<file path="src/rtl/srw_pkg.sv">
`timescale 1ns / 1ps
// ----------------------------------------------------------------------------
// Sequence replay window package
// Shared types and constants for the anti-replay window block.
// ----------------------------------------------------------------------------
package srw_pkg;

   localparam int SEQ_WIDTH  = 16;
   localparam int HIST_WIDTH = 32;

   typedef logic [SEQ_WIDTH-1:0]  seq_type;
   typedef logic [HIST_WIDTH-1:0] hist_type;

   typedef enum logic {
      OP_RECORD = 1'b0,
      OP_QUERY  = 1'b1
   } op_type;

   // One request transaction as it travels through the pipeline.
   typedef struct packed {
      op_type  operation;
      seq_type seq_number;
   } req_type;

   // One response transaction.
   typedef struct packed {
      logic     verdict;
      seq_type  newest_seq;
      hist_type window_bits;
   } rsp_type;

endpackage

</file>
<file path="src/rtl/srw_channels_if.sv">
`timescale 1ns / 1ps
// ----------------------------------------------------------------------------
// Sequence replay window channels
// Valid/ready interfaces for the request and response channels.
// ----------------------------------------------------------------------------
interface srw_req_if;
   logic                       valid;
   logic                       ready;
   logic                       operation;
   logic [srw_pkg::SEQ_WIDTH-1:0] seq_number;

   modport source (output valid, output operation, output seq_number, input ready);
   modport sink   (input valid, input operation, input seq_number, output ready);
endinterface

interface srw_rsp_if;
   logic                           valid;
   logic                           ready;
   logic                           verdict;
   logic [srw_pkg::SEQ_WIDTH-1:0]  newest_seq;
   logic [srw_pkg::HIST_WIDTH-1:0] window_bits;

   modport source (output valid, output verdict, output newest_seq, output window_bits,
                   input ready);
   modport sink   (input valid, input verdict, input newest_seq, input window_bits,
                   output ready);
endinterface

</file>
<file path="src/rtl/srw_window.sv">
`timescale 1ns / 1ps
// ----------------------------------------------------------------------------
// Sequence replay window state
// Holds the started flag, newest sequence number and arrival history, and
// combinationally computes the verdict and next state for one transaction.
// ----------------------------------------------------------------------------
module srw_window #(
   parameter int WINDOW = 32
) (
   input  logic            clock,
   input  logic            reset,
   input  logic            step,
   input  srw_pkg::req_type item,
   output srw_pkg::rsp_type result
);

   localparam logic [srw_pkg::HIST_WIDTH:0] MaskWide =
      (33'd1 << WINDOW) - 33'd1;
   localparam srw_pkg::hist_type WinMask = MaskWide[srw_pkg::HIST_WIDTH-1:0];
   localparam srw_pkg::seq_type  WinSize = srw_pkg::SEQ_WIDTH'(WINDOW);

   logic              started_ff, started_in;
   srw_pkg::seq_type  newest_ff, newest_in;
   srw_pkg::hist_type hist_ff, hist_in;

   srw_pkg::seq_type  fwd_dist;
   srw_pkg::seq_type  back_dist;
   srw_pkg::seq_type  back_less;
   logic              is_newer;
   logic              in_window;
   logic [4:0]        shamt;
   srw_pkg::hist_type back_bit;
   srw_pkg::hist_type shifted;
   logic              verdict;

   always_comb begin
      fwd_dist  = item.seq_number - newest_ff;
      back_dist = newest_ff - item.seq_number;
      back_less = back_dist - 16'd1;
      // Serial-number order: the half-way distance counts as older.
      is_newer  = (fwd_dist != '0) && !fwd_dist[srw_pkg::SEQ_WIDTH-1];
      in_window = (back_dist != '0) && (back_dist <= WinSize);
      back_bit  = srw_pkg::hist_type'(1) << back_less[4:0];
      shamt     = fwd_dist[4:0];
      // The old newest lands at bit d-1 after the shift.
      shifted   = ((hist_ff << shamt) | (srw_pkg::hist_type'(1) << (shamt - 5'd1)))
                  & WinMask;

      started_in = started_ff;
      newest_in  = newest_ff;
      hist_in    = hist_ff;
      verdict    = 1'b0;

      case (item.operation)
         srw_pkg::OP_RECORD: begin
            if (!started_ff) begin
               started_in = 1'b1;
               newest_in  = item.seq_number;
               hist_in    = '0;
               verdict    = 1'b1;
            end else if (is_newer) begin
               newest_in = item.seq_number;
               hist_in   = (fwd_dist >= WinSize) ? '0 : shifted;
               verdict   = 1'b1;
            end else if (in_window && ((hist_ff & back_bit) == '0)) begin
               hist_in = hist_ff | back_bit;
               verdict = 1'b1;
            end
         end
         default: begin
            verdict = started_ff &&
                      ((item.seq_number == newest_ff) ||
                       (!is_newer && in_window && ((hist_ff & back_bit) != '0)));
         end
      endcase

      result.verdict     = verdict;
      result.newest_seq  = newest_in;
      result.window_bits = hist_in & WinMask;
   end

   always_ff @(posedge clock) begin
      if (reset) begin
         started_ff <= 1'b0;
         newest_ff  <= '0;
         hist_ff    <= '0;
      end else if (step) begin
         started_ff <= started_in;
         newest_ff  <= newest_in;
         hist_ff    <= hist_in;
      end
   end

endmodule

</file>
<file path="src/rtl/sequence_replay_window_unit.sv">
`timescale 1ns / 1ps
// ----------------------------------------------------------------------------
// Sequence replay window unit
// Anti-replay filter over 16-bit wrapping sequence numbers with a sliding
// window of earlier arrivals; records arrivals or answers queries.
// ----------------------------------------------------------------------------
// Channel   Direction  Payload                                 Handshake
// req_if    in         operation, seq_number                   valid/ready
// rsp_if    out        verdict, newest_seq, window_bits        valid/ready
//
// One transaction per cycle sustained while rsp_if.ready holds. The response
// of an accepted request passes the request register, then the response
// register. Each transaction updates the window as it moves between the two
// registers, so it sees its predecessor's state. Reset is synchronous and
// clears state and valids. A stalled response holds its register; the request
// register still takes one more transaction while the response waits.
// ----------------------------------------------------------------------------
module sequence_replay_window_unit #(
   parameter int WINDOW = 32
) (
   input  logic      clock,
   input  logic      reset,
   srw_req_if.sink   req_if,
   srw_rsp_if.source rsp_if
);

   localparam logic [srw_pkg::HIST_WIDTH:0] MaskWide =
      (33'd1 << WINDOW) - 33'd1;
   localparam srw_pkg::hist_type WinMask = MaskWide[srw_pkg::HIST_WIDTH-1:0];

   logic             req_valid_ff;
   srw_pkg::req_type req_data_ff;
   logic             rsp_valid_ff, rsp_valid_in;
   srw_pkg::rsp_type rsp_data_ff;
   srw_pkg::rsp_type result;
   logic             advance;
   logic             req_take;

   assign advance  = req_valid_ff && (!rsp_valid_ff || rsp_if.ready);
   assign req_take = req_if.valid && req_if.ready;
   assign req_if.ready = !req_valid_ff || advance;

   assign rsp_valid_in = advance || (rsp_valid_ff && !rsp_if.ready);

   always_ff @(posedge clock) begin
      if (reset) begin
         req_valid_ff <= 1'b0;
         rsp_valid_ff <= 1'b0;
      end else begin
         if (req_if.ready) begin
            req_valid_ff <= req_if.valid;
         end
         rsp_valid_ff <= rsp_valid_in;
      end
   end

   always_ff @(posedge clock) begin
      if (req_take) begin
         req_data_ff.operation  <= srw_pkg::op_type'(req_if.operation);
         req_data_ff.seq_number <= req_if.seq_number;
      end
      if (advance) begin
         rsp_data_ff <= result;
      end
   end

   srw_window #(
      .WINDOW (WINDOW)
   ) u_window (
      .clock  (clock),
      .reset  (reset),
      .step   (advance),
      .item   (req_data_ff),
      .result (result)
   );

   assign rsp_if.valid       = rsp_valid_ff;
   assign rsp_if.verdict     = rsp_data_ff.verdict;
   assign rsp_if.newest_seq  = rsp_data_ff.newest_seq;
   assign rsp_if.window_bits = rsp_data_ff.window_bits;

`ifndef ASSERT_OFF
   a_window_masked: assert property (@(posedge clock) disable iff (reset)
      rsp_valid_ff |-> ((rsp_data_ff.window_bits & ~WinMask) == '0))
      else $error("window bits set beyond the window size");

   a_advance_fills: assert property (@(posedge clock) disable iff (reset)
      advance |=> rsp_valid_ff)
      else $error("response register empty after a pipeline move");

   a_ready_when_empty: assert property (@(posedge clock) disable iff (reset)
      !req_valid_ff |-> req_if.ready)
      else $error("request channel stalled with an empty request register");
`endif

endmodule

</file>
<file path="src/flat_wrapper.sv">
// flat-port wrapper written by rule: the top's interface ports become plain ports
module sequence_replay_window_unit_flat 
#(
   parameter int WINDOW = 32
)
  (clock, reset, req_if_valid, req_if_operation, req_if_seq_number, req_if_ready, rsp_if_valid, rsp_if_verdict, rsp_if_newest_seq, rsp_if_window_bits, rsp_if_ready);
  srw_req_if req_if_i ();
  srw_rsp_if rsp_if_i ();
  input  logic clock;
  input  logic reset;
  input wire logic [$bits(req_if_i.valid)-1:0] req_if_valid;
  input wire logic [$bits(req_if_i.operation)-1:0] req_if_operation;
  input wire logic [$bits(req_if_i.seq_number)-1:0] req_if_seq_number;
  output wire logic [$bits(req_if_i.ready)-1:0] req_if_ready;
  output wire logic [$bits(rsp_if_i.valid)-1:0] rsp_if_valid;
  output wire logic [$bits(rsp_if_i.verdict)-1:0] rsp_if_verdict;
  output wire logic [$bits(rsp_if_i.newest_seq)-1:0] rsp_if_newest_seq;
  output wire logic [$bits(rsp_if_i.window_bits)-1:0] rsp_if_window_bits;
  input wire logic [$bits(rsp_if_i.ready)-1:0] rsp_if_ready;
  assign req_if_i.valid = req_if_valid;
  assign req_if_i.operation = req_if_operation;
  assign req_if_i.seq_number = req_if_seq_number;
  assign req_if_ready = req_if_i.ready;
  assign rsp_if_valid = rsp_if_i.valid;
  assign rsp_if_verdict = rsp_if_i.verdict;
  assign rsp_if_newest_seq = rsp_if_i.newest_seq;
  assign rsp_if_window_bits = rsp_if_i.window_bits;
  assign rsp_if_i.ready = rsp_if_ready;
  sequence_replay_window_unit #(.WINDOW(WINDOW)) u_core (.clock(clock), .reset(reset), .req_if(req_if_i), .rsp_if(rsp_if_i));
endmodule
</file>
<file path="config.mk">
export PLATFORM = sky130hd
export DESIGN_NAME = sequence_replay_window_unit_flat
export DESIGN_NICKNAME = d
export VERILOG_FILES = /design/src/rtl/srw_pkg.sv /design/src/rtl/srw_channels_if.sv /design/src/rtl/srw_window.sv /design/src/rtl/sequence_replay_window_unit.sv /design/src/flat_wrapper.sv
export SDC_FILE = /design/constraint.sdc
export NUM_CORES = 1
export LEC_CHECK = 0
export ABC_AREA = 1
export BUFFER_PORTS_ARGS = -buffer_cell sky130_fd_sc_hd__buf_2
export CAP_MARGIN = 20
export CORE_AREA = 2 2 165 127
export DETAILED_ROUTE_END_ITERATION = 8
export DIE_AREA = 0 0 167 129
export GPL_TIMING_DRIVEN = 0
export HOLD_SLACK_MARGIN = 0.06
export PLACE_DENSITY = 0.67
export SLEW_MARGIN = 10
export SYNTH_ARGS = -nofsm -noshare
export SYNTH_HDL_FRONTEND = slang
export SYNTH_SLANG_ARGS = --single-unit
export TNS_END_PERCENT = 5
</file>
<file path="constraint.sdc">
create_clock -name clock -period 3.63 [get_ports clock]
set_input_delay 0 -clock clock [delete_from_list [all_inputs] [get_ports clock]]
set_output_delay 0 -clock clock [all_outputs]
set_load 0.01 [all_outputs]
</file>
* After elaboration in Yosys (flattened, before gate mapping) *
Cells that the tools add are included.

word-level totals
  register bits after elaboration = 117
  logic and storage cells = 59

operators by class
  add/subtract/negate cells = 4
  $lt $le $gt $ge = 2
  equal/unequal tests = 1
  shift-type cells = 3
  mux-type cells = 12
  bitwise gates (word level) = 4
  reductions and logical operators = 23

operators by type and width
  operator                                                                            number
  32-bit two-way mux                                                                  5
  32-bit OR                                                                           2
  1-bit by 5-bit << shifter with 32-bit output (first input constant)                 2
  16-bit two-way mux                                                                  3
  32-bit bitwise AND                                                                  1
  32-bit logical NOT                                                                  1
  16-bit nonzero test                                                                 2
  32-bit nonzero test                                                                 1
  32-bit by 5-bit << shifter with 32-bit output                                       1
  16-bit subtractor                                                                   2
  16-bit == test                                                                      1
  16-bit by 6-bit >= comparator with 1-bit output (second input constant)             1
  16-bit by 6-bit less-or-equal comparator with 1-bit output (second input constant)  1
  5-bit by 1-bit subtractor with 5-bit output (second input constant)                 2
  1-bit logical AND                                                                   9
  1-bit logical NOT                                                                   5
  1-bit logical OR                                                                    4
  1-bit two-way mux                                                                   4
  2-bit AND reduction                                                                 1
  1-bit NOT                                                                           1

* Depth between registers and ports, before layout *
Gate-level depths: netlist of the first run.

  word-level depth = 10
  depth in mapped cells = 25
  gate-level depth less buffers = 23

* By module *
A second synthesis of the first run with hierarchy kept.

unflattened totals
  cell total of the unflattened synthesis = 1551
  area, all modules = 9764.4 um^2

modules (own cells, without submodules)
  module                       times used  cells an instance  area each (um^2)  sequential area each (um^2)
  srw_window                   1           1473               7691.1            980.9
  sequence_replay_window_unit  1           78                 2073.2            2021.9

* Worst setup path after synthesis of the first run *
Ideal clock, no wire load.

  path kind = register -> register
  from = register u_core.req_data_ff[0] (netlist name)
  to = register u_core.rsp_data_ff (netlist bit u_core.rsp_if.window_bits[31]), data pin
  arrival time = 2.711 ns
  setup slack = 0.663 ns
  cell stages (with the launch flop) = 18
  path buffers = 2
  period minus slack after synthesis = 2.967 ns
  cell sequence = edfxtp_1 -> inv_1 -> ha_1 -> inv_1 -> fa_1 -> buf_2 -> inv_1 -> buf_2 -> or2_2 -> o21ai_0 -> o21ai_0 -> a21oi_1 -> nand2_1 -> o21ai_0 -> nor2_1 -> nor2_1 -> nor2_1 -> a22o_1

RTL lines
  element                 RTL line                           text
  start: declaration      sequence_replay_window_unit.sv:32  srw_pkg::req_type req_data_ff;
  end signal: assignment  sequence_replay_window_unit.sv:63  rsp_data_ff <= result;
  end: declaration        sequence_replay_window_unit.sv:34  srw_pkg::rsp_type rsp_data_ff;

==> flow_summary.yaml, run 1 <==
die:
  dieArea_um2: 21500
  io_pins: 72
  core_area_um2: 19900
  rows: 45
  die_h_um: 129
  start_util_pct: 49.4
  fp.dieW_um: 167
synth:
  ys_seq_area_share_pct: 30.6
  synth-edff-count: 66
  synth_ff_type: "edfxtp_1"
  ys_seq_elements: 117
  async_flop_share_pct: 0
  syn_inst: 1561
  synth_area_leader_cell: "edfxtp_1"
  synth_top_area_share_pct: 20.2
  yosys.cell_types.count: 49
  syn_area_per_cell_um2: 6.29
  yosysWarnings: 0
  synthTopCellsByArea: "edfxtp_1, nand2_1, dfxtp_1, nor2_1, nand3_1"
  synth_nets: 1614
  mappedNetlistArea_um2: 9820
timing:
  fin_crit_sh_pct: 97.6
  skew_ns: 0.00830
  fmax_ghz: 0.282
  whs_ns: 0.128
  relSlewSlack_pct: 42.6
  slew_violations: 0
  worst_pin_slew_ns: 0.861
  tns_ns: 0
  setup_viol: 0
  rsz0062_at_grt: "true"
  fin_crit_ns: 3.54
  hold_violations: 0
critical_path:
  cp_cell_sequence: "inv_1 -> ha_1 -> inv_1 -> fa_1 -> nand2_1 -> and2_1 -> buf_4 -> inv_2 -> buf_4 -> o21ai_1 -> o22ai_2 -> nand2_1 -> nand2_1 -> nor2_1 -> nor2_1 -> nor2_1 -> nand2_1 -> o21ai_1"
  crit_path_frequent_cell: "nand2_1"
  cp_data_arrival_time_ns: 3.76
  crit_path_start_kind: "flip-flop"
  worstPathRequired_ns: 3.85
  critical_path_buf_inv_count: 5
  crit_type: "reg2reg"
  crit_path_top_delay_cell: "o21ai_1"
  slowest_delay_ns: 0.48
  cp-end-kind: "flip-flop"
  cp_max_fo: 10
  crit_family: "compound AO/OA/AOI/OAI gates"
routing:
  wire_per_inst_um: 19.9
  antenna_left: 0
  vias_per_cell: 5.70
  firstDrtPassIters: 9
  dr.first_iter.drc_count: 1557
  finalWirelength_um: 38800
  vias: 11102
  drc: 0
finish:
  syn2layout_area_growth_pct: 18.1
  nNetsFinal: 1729
  instances_no_fill: 1947
  drive_above_1_share_pct: 15.3
  design_area_um2: 11600
  final_common_cell: "nand2_1"
  multiInputGateArea_um2: 5870
  fill_cells: 1919
  n_antenna_cell: 0
  final_cell_mix: "nand2_1, nor2_1, inv_1, nand3_1, buf_2"
  register_area_um2: 3000
pwr:
  total_leakage_power_nw: 5.28
  p_sw_share_pct: 39.4
  p_sw_w: 0.00210
  pwr-share-comb_pct: 37.5
  power_w: 0.00533
  p_int_w: 0.00323
  clkPwrFrac_pct: 34.4
  vdd_ir_drop_max_mv: 0.311
  p_per_area_nw_per_um2: 459
  seqPwrFrac_pct: 28.1
placement:
  dpl-instance-area_um2: 10500
  portBuffers: 70
  place.gp.congestion: 1.01
  post-place-cells: 1889
  dpl.hpwl_um: 30400
flow_run:
  max_cap_violations: 0
global_route:
  global_route.usage.total_pct: 35.6
  grt_max_degree: 59
  grt_pass1_wl_um: 57600
  antenna_found_initial: 0
  grt_pass1_vias: 9796
  grt.overflow.total: 0
cts:
  cts_tree: "yes"
  cts_htree_levels: 4
  clockBufferDepth: 2
  numCtsBuffers: 17
  clock_tree.root_cell: "clkbuf_16"
  clock_latency_ns: 0.43
  clk_pin_slew_worst_paths_ns: 0.06
  cts.sinks: 117
hold_path:
  min_path_type: "in2reg"
run_status:
  status: "complete, no violations"
==> cell type report <==
| cell class | count | share of cell area (%) |
|---|---|---|
| sequential | 117 | 25.9 |
| tap | 258 | 2.78 |
| timing repair buffer | 96 | 5.37 |
| buffer | 81 | 4.37 |
| clock inverter | 11 | 1.52 |
| inverter | 171 | 5.56 |
| clock buffer | 21 | 3.88 |
| multi-input combinational | 1192 | 50.6 |
==> tightest hold or removal path: cells and delay by family <==
| family | cells | cell delay (ns) |
|---|---|---|
| buffers and inverters | 2 | 0.28 |
| AOI/OAI and AO/OA | 1 | 0.19 |
| and+or+nand+nor | 1 | 0.06 |
==> worst paths after layout <==
check	cells after the start	from	end	slack, ns
min reg2reg	2	u_core.req_valid_ff$_SDFFE_PP0N_	u_core.rsp_if.valid$_SDFF_PP0_	0.48
min	4	reset	u_core.u_window.newest_ff[0]$_SDFFE_PP0P_	0.13
max reg2reg	18	u_core.req_data_ff[0]$_DFFE_PP_	u_core.rsp_if.window_bits[28]$_DFFE_PP_	0.09
max	18	u_core.req_data_ff[0]$_DFFE_PP_	u_core.rsp_if.window_bits[28]$_DFFE_PP_	0.09
==> logic make-up after synthesis <==
group / synth area share (%)
muxes: 1.22
buffers and inverters: 11.2
adders and majority gates: 4.23
and+or+nand+nor: 39.3
DFF: 30.6
AOI/OAI and AO/OA: 12.4
xor gates and xnor gates: 1.04
==> state kept, by name, summed over array words and instances (netlist names) <==
signal,flops
u_core.rsp_if.verdict,1
u_core.rsp_if.window_bits,32
u_core.u_window.started_ff,1
u_core.req_data_ff,17
u_core.rsp_if.newest_seq,16
u_core.req_valid_ff,1
u_core.u_window.hist_ff,32
u_core.u_window.newest_ff,16
u_core.rsp_if.valid,1
==> power by group through the flow <==
stage | Sequential, W | Combinational, W | Clock (W)
floorplan | 0.00153 | 0.00119 | 0
detailed placement | 0.00152 | 0.00176 | 0
global placement | 0.00152 | 0.00177 | 0
global route | 0.00150 | 0.00214 | 0.00188
finish | 0.00150 | 0.00200 | 0.00183
CTS | 0.00150 | 0.00181 | 0.00183
==> timing repair <==
action                                 in CTS  in global routing
hold buffers                               21                  0
pin swaps                                   1                  7
resized for setup                          19                 57
setup buffers                               1                  4
setup endpoints to repair                  35                 71
endpoints found under the hold margin      19                  0
==> stage by stage <==
| stage | util, % | worst slack (ns) |
|---|---|---|
| after floorplan | - | 0.663 |
| after global placement | 52.8 | -0.824 |
| after detailed placement | 52.8 | -0.729 |
| after CTS | 57.3 | -0.0623 |
| after global routing | 58.3 | -0.0423 |
| final | 58.3 | 0.0864 |
==> layer usage <==
layer / track usage (%) / up-vias / routed length [um]
met5: 0 / - / 0
li1: - / 5253 / -
met3: 11.2 / 47 / 5410
met2: 45.6 / 697 / 14200
met1: 56.2 / 5105 / 18600
met4: 8.77 / 0 / 658
==> cells in the mapped netlist (3+ instances only) <==
| library cell | count |
|---|---|
| o21ai_0 | 105 |
| buf_2 | 34 |
| clkbuf_1 | 24 |
| o211ai_1 | 8 |
| nand4_1 | 14 |
| dfxtp_1 | 51 |
| o21ai_1 | 5 |
| nor3_1 | 5 |
| nand2_1 | 447 |
| edfxtp_1 | 66 |
| a22oi_1 | 4 |
| buf_4 | 12 |
| nor2_2 | 9 |
| ha_1 | 30 |
| nand2_2 | 20 |
| mux2i_1 | 12 |
| nand2_4 | 3 |
| or2_1 | 5 |
| nand3_1 | 157 |
| a21oi_1 | 88 |
| inv_2 | 11 |
| inv_1 | 157 |
| xor2_1 | 7 |
| or2_2 | 6 |
| nand3_2 | 7 |
| buf_6 | 9 |
| o22ai_1 | 3 |
| nor2_1 | 231 |
No activity file was read; power rests on OpenSTA's default activity.
==> run 2: changes to the inputs <==
--- a/config.mk
+++ b/config.mk
@@ -9,6 +9,7 @@
 export BUFFER_PORTS_ARGS = -buffer_cell sky130_fd_sc_hd__buf_2
 export CAP_MARGIN = 20
 export CORE_AREA = 2 2 165 127
+export CTS_CLUSTER_SIZE = 10
 export DETAILED_ROUTE_END_ITERATION = 8
 export DIE_AREA = 0 0 167 129
 export GPL_TIMING_DRIVEN = 0
@@ -17,5 +18,6 @@
 export SLEW_MARGIN = 10
 export SYNTH_ARGS = -nofsm -noshare
 export SYNTH_HDL_FRONTEND = slang
+export SYNTH_HIERARCHICAL = 1
 export SYNTH_SLANG_ARGS = --single-unit
 export TNS_END_PERCENT = 5
==> run 2 against run 1 <==
Design area shrank 1.7%. Largest power group unchanged. Sequential share of layout area is 0.43 points higher. Maximum frequency fell by 0.35%. Critical path depth is 2 higher.
==> flow_summary.yaml, run 2 <==
run_status:
  status: "complete, no violations"
die:
  rows: 45
  dieArea_um2: 21500
  die_h_um: 129
  core_area_um2: 19900
  io_pins: 72
  fp.dieW_um: 167
  start_util_pct: 49.1
global_route:
  global_route.usage.total_pct: 33.9
  grt.overflow.total: 0
  grt_pass1_vias: 9507
  grt_max_degree: 25
  antenna_found_initial: 0
  grt_pass1_wl_um: 55300
critical_path:
  r2r_slack_ns: 0.07
  cp-end-kind: "flip-flop"
  cp_max_fo: 10
  crit_type: "reg2reg"
  cp_data_arrival_time_ns: 3.75
  crit_path_top_delay_cell: "edfxtp_1"
  worstPathRequired_ns: 3.82
  slowest_delay_ns: 0.43
  crit_path_start_kind: "flip-flop"
  cp_cell_sequence: "inv_1 -> ha_1 -> inv_1 -> fa_2 -> inv_1 -> nand2_1 -> nand2_2 -> inv_2 -> nor3_4 -> nand2_2 -> nor3_2 -> nand3_2 -> nand2_4 -> nand2_2 -> nand2_4 -> inv_4 -> buf_6 -> a31oi_1 -> nand2_1 -> buf_4"
pwr:
  p_sw_share_pct: 40.7
  p_sw_w: 0.00204
  pwr-share-comb_pct: 35.6
  seqPwrFrac_pct: 29.9
  p_int_w: 0.00297
  p_per_area_nw_per_um2: 439
  clkPwrFrac_pct: 34.4
  power_w: 0.00501
  total_leakage_power_nw: 5.11
  vdd_ir_drop_max_mv: 0.325
placement:
  post-place-cells: 1882
  place.gp.congestion: 1.01
  dpl.hpwl_um: 28500
  dpl-instance-area_um2: 10500
  portBuffers: 71
timing:
  relSlewSlack_pct: 44.1
  rsz0062_at_grt: "true"
  whs_ns: 0.286
  fin_crit_sh_pct: 98.0
  skew_ns: 0.0118
  slew_violations: 0
  worst_pin_slew_ns: 0.838
  setup_viol: 0
  fin_crit_ns: 3.56
  hold_violations: 0
  fmax_ghz: 0.281
  tns_ns: 0
synth:
  synth_area_leader_cell: "edfxtp_1"
  synth_nets: 1604
  ys_seq_elements: 117
  syn_inst: 1551
  ys_seq_area_share_pct: 30.8
  yosys.cell_count.top_type: "nand2_1"
  synth_common_cells: "nand2_1, nor2_1, inv_1, nand3_1, o21ai_0"
  synthTopCellsByArea: "edfxtp_1, nand2_1, dfxtp_1, nor2_1, nand3_1"
  yosysWarnings: 6
  synth-edff-count: 66
  mappedNetlistArea_um2: 9760
  synth_ff_type: "edfxtp_1"
  yosys.cell_types.count: 46
  syn_area_per_cell_um2: 6.30
  async_flop_share_pct: 0
  synth_top_area_share_pct: 20.3
cts:
  clockBufferDepth: 2
  cts_htree_levels: 4
  clock_tree.root_cell: "clkbuf_16"
  numCtsBuffers: 17
  clk_pin_slew_worst_paths_ns: 0.07
  clock_latency_ns: 0.42
  cts_tree: "yes"
  cts.sinks: 117
routing:
  vias_per_cell: 5.58
  drc: 0
  wire_per_inst_um: 18.9
  wl_met1_um: 17000
  firstDrtPassIters: 8
  met3_length_um: 5110
  antenna_left: 0
  routed-wl-met2_um: 14000
  dr.first_iter.drc_count: 1368
  vias: 10790
  routed.top_layer: "met4"
  finalWirelength_um: 36500
hold_path:
  min_path_type: "in2reg"
flow_run:
  max_cap_violations: 0
finish:
  nNetsFinal: 1716
  n_antenna_cell: 0
  instances_no_fill: 1934
  syn2layout_area_growth_pct: 16.8
  final_cell_mix: "nand2_1, nor2_1, nand3_1, inv_1, o21ai_0"
  final_common_cell: "nand2_1"
  drive_above_1_share_pct: 14.6
  design_area_um2: 11400
-- run 2: cell count changes in the layout (fill, tap and decap cells not counted), sizes merged, moves of 3 or more --
| cell | change |
|---|---|
| nor2 | +4 |
| a31oi | +3 |
| nand2 | -5 |
| clkbuf | +4 |
| o211ai | -5 |
| inv | +11 |
| or2 | -3 |
| a21oi | -8 |
| clkinv | -5 |
| buf | -15 |
| bufinv | -3 |
| nor3 | +6 |
| nand3 | +3 |
-- run 2: path summary, 6_finish.rpt --
kind                                                          startpoint                                        to  cells past startpoint
worst max register to register           u_core/req_data_ff[0]$_DFFE_PP_           u_core/rsp_if.verdict$_DFFE_PP_                     20
worst min register to register  u_core/u_window/hist_ff[16]$_SDFFE_PP0P_  u_core/u_window/hist_ff[16]$_SDFFE_PP0P_                      2
worst min-delay path                                req_if_seq_number[8]           u_core/req_data_ff[8]$_DFFE_PP_                      2
worst max-delay path                     u_core/req_data_ff[0]$_DFFE_PP_           u_core/rsp_if.verdict$_DFFE_PP_                     20
-- run 2: stage by stage --
stage	worst slack, ns	utilization, %
2_1_floorplan	0.560	-
3_3_place_gp	-0.294	52.6
3_5_place_dp	-0.357	52.8
4_1_cts	0.0144	57.0
5_1_grt	-0.0651	57.4
6_report	0.0740	57.4
-- run 2: cell families (layout without fill, tap and decap cells) --
| group | after synthesis | after routing | share of synthesized area, % |
|---|---|---|---|
| flops | 117 | 117 | 30.8 |
| buf+inv | 247 | 372 | 10.9 |
| xor+xnor | 11 | 11 | 1.06 |
| simple gates | 913 | 913 | 39.7 |
| compound gates | 219 | 219 | 12.1 |
| mux | 12 | 12 | 1.23 |
| fa+ha+maj | 32 | 32 | 4.25 |
-- run 2: what timing repair did --
action | CTS | global route
gates resized for setup | 9 | 45
buffers inserted | 0 | 0
endpoints found under the hold margin | 22 | 0
setup endpoints to repair | 70 | 48
pin swaps | 0 | 0
cloned | 0 | 0
hold buffers | 20 | 0
-- run 2: worst max-delay path, delay by kind of cell (launching register included) --
family | cells | cell delay, ns
AO/OA/AOI/OAI | 1 | 0.15
adder cells (fa/ha/maj) | 2 | 0.52
buffers and inverters | 7 | 0.83
flip-flops | 1 | 0.43
AND/OR/NAND/NOR | 10 | 1.38
-- run 2: layout make-up --
class | count | area (um^2)
plain buffers | 76 | 447
clock buffers | 17 | 425
clock inverters | 15 | 161
fillers | 2005 | 8470
inverters | 171 | 644
multi-input cells | 1187 | 5800
flip-flops and latches | 117 | 3000
well taps | 258 | 323
repair buffers | 93 | 603
-- run 2: layer usage --
metal | GRT usage (%) | up-vias
li1 | - | 5233
met1 | 51.4 | 4940
met2 | 45.3 | 586
met3 | 12.8 | 31
met4 | 6.39 | 0
met5 | 0 | -
-- run 2: power by group through the flow --
stage               logic [W]  clock network [W]  registers, W
finish                0.00178            0.00172       0.00150
global route          0.00194            0.00181       0.00150
CTS                   0.00169            0.00174       0.00150
detailed placement    0.00165                  0       0.00153
global placement      0.00165                  0       0.00153
floorplan             0.00114                  0       0.00154
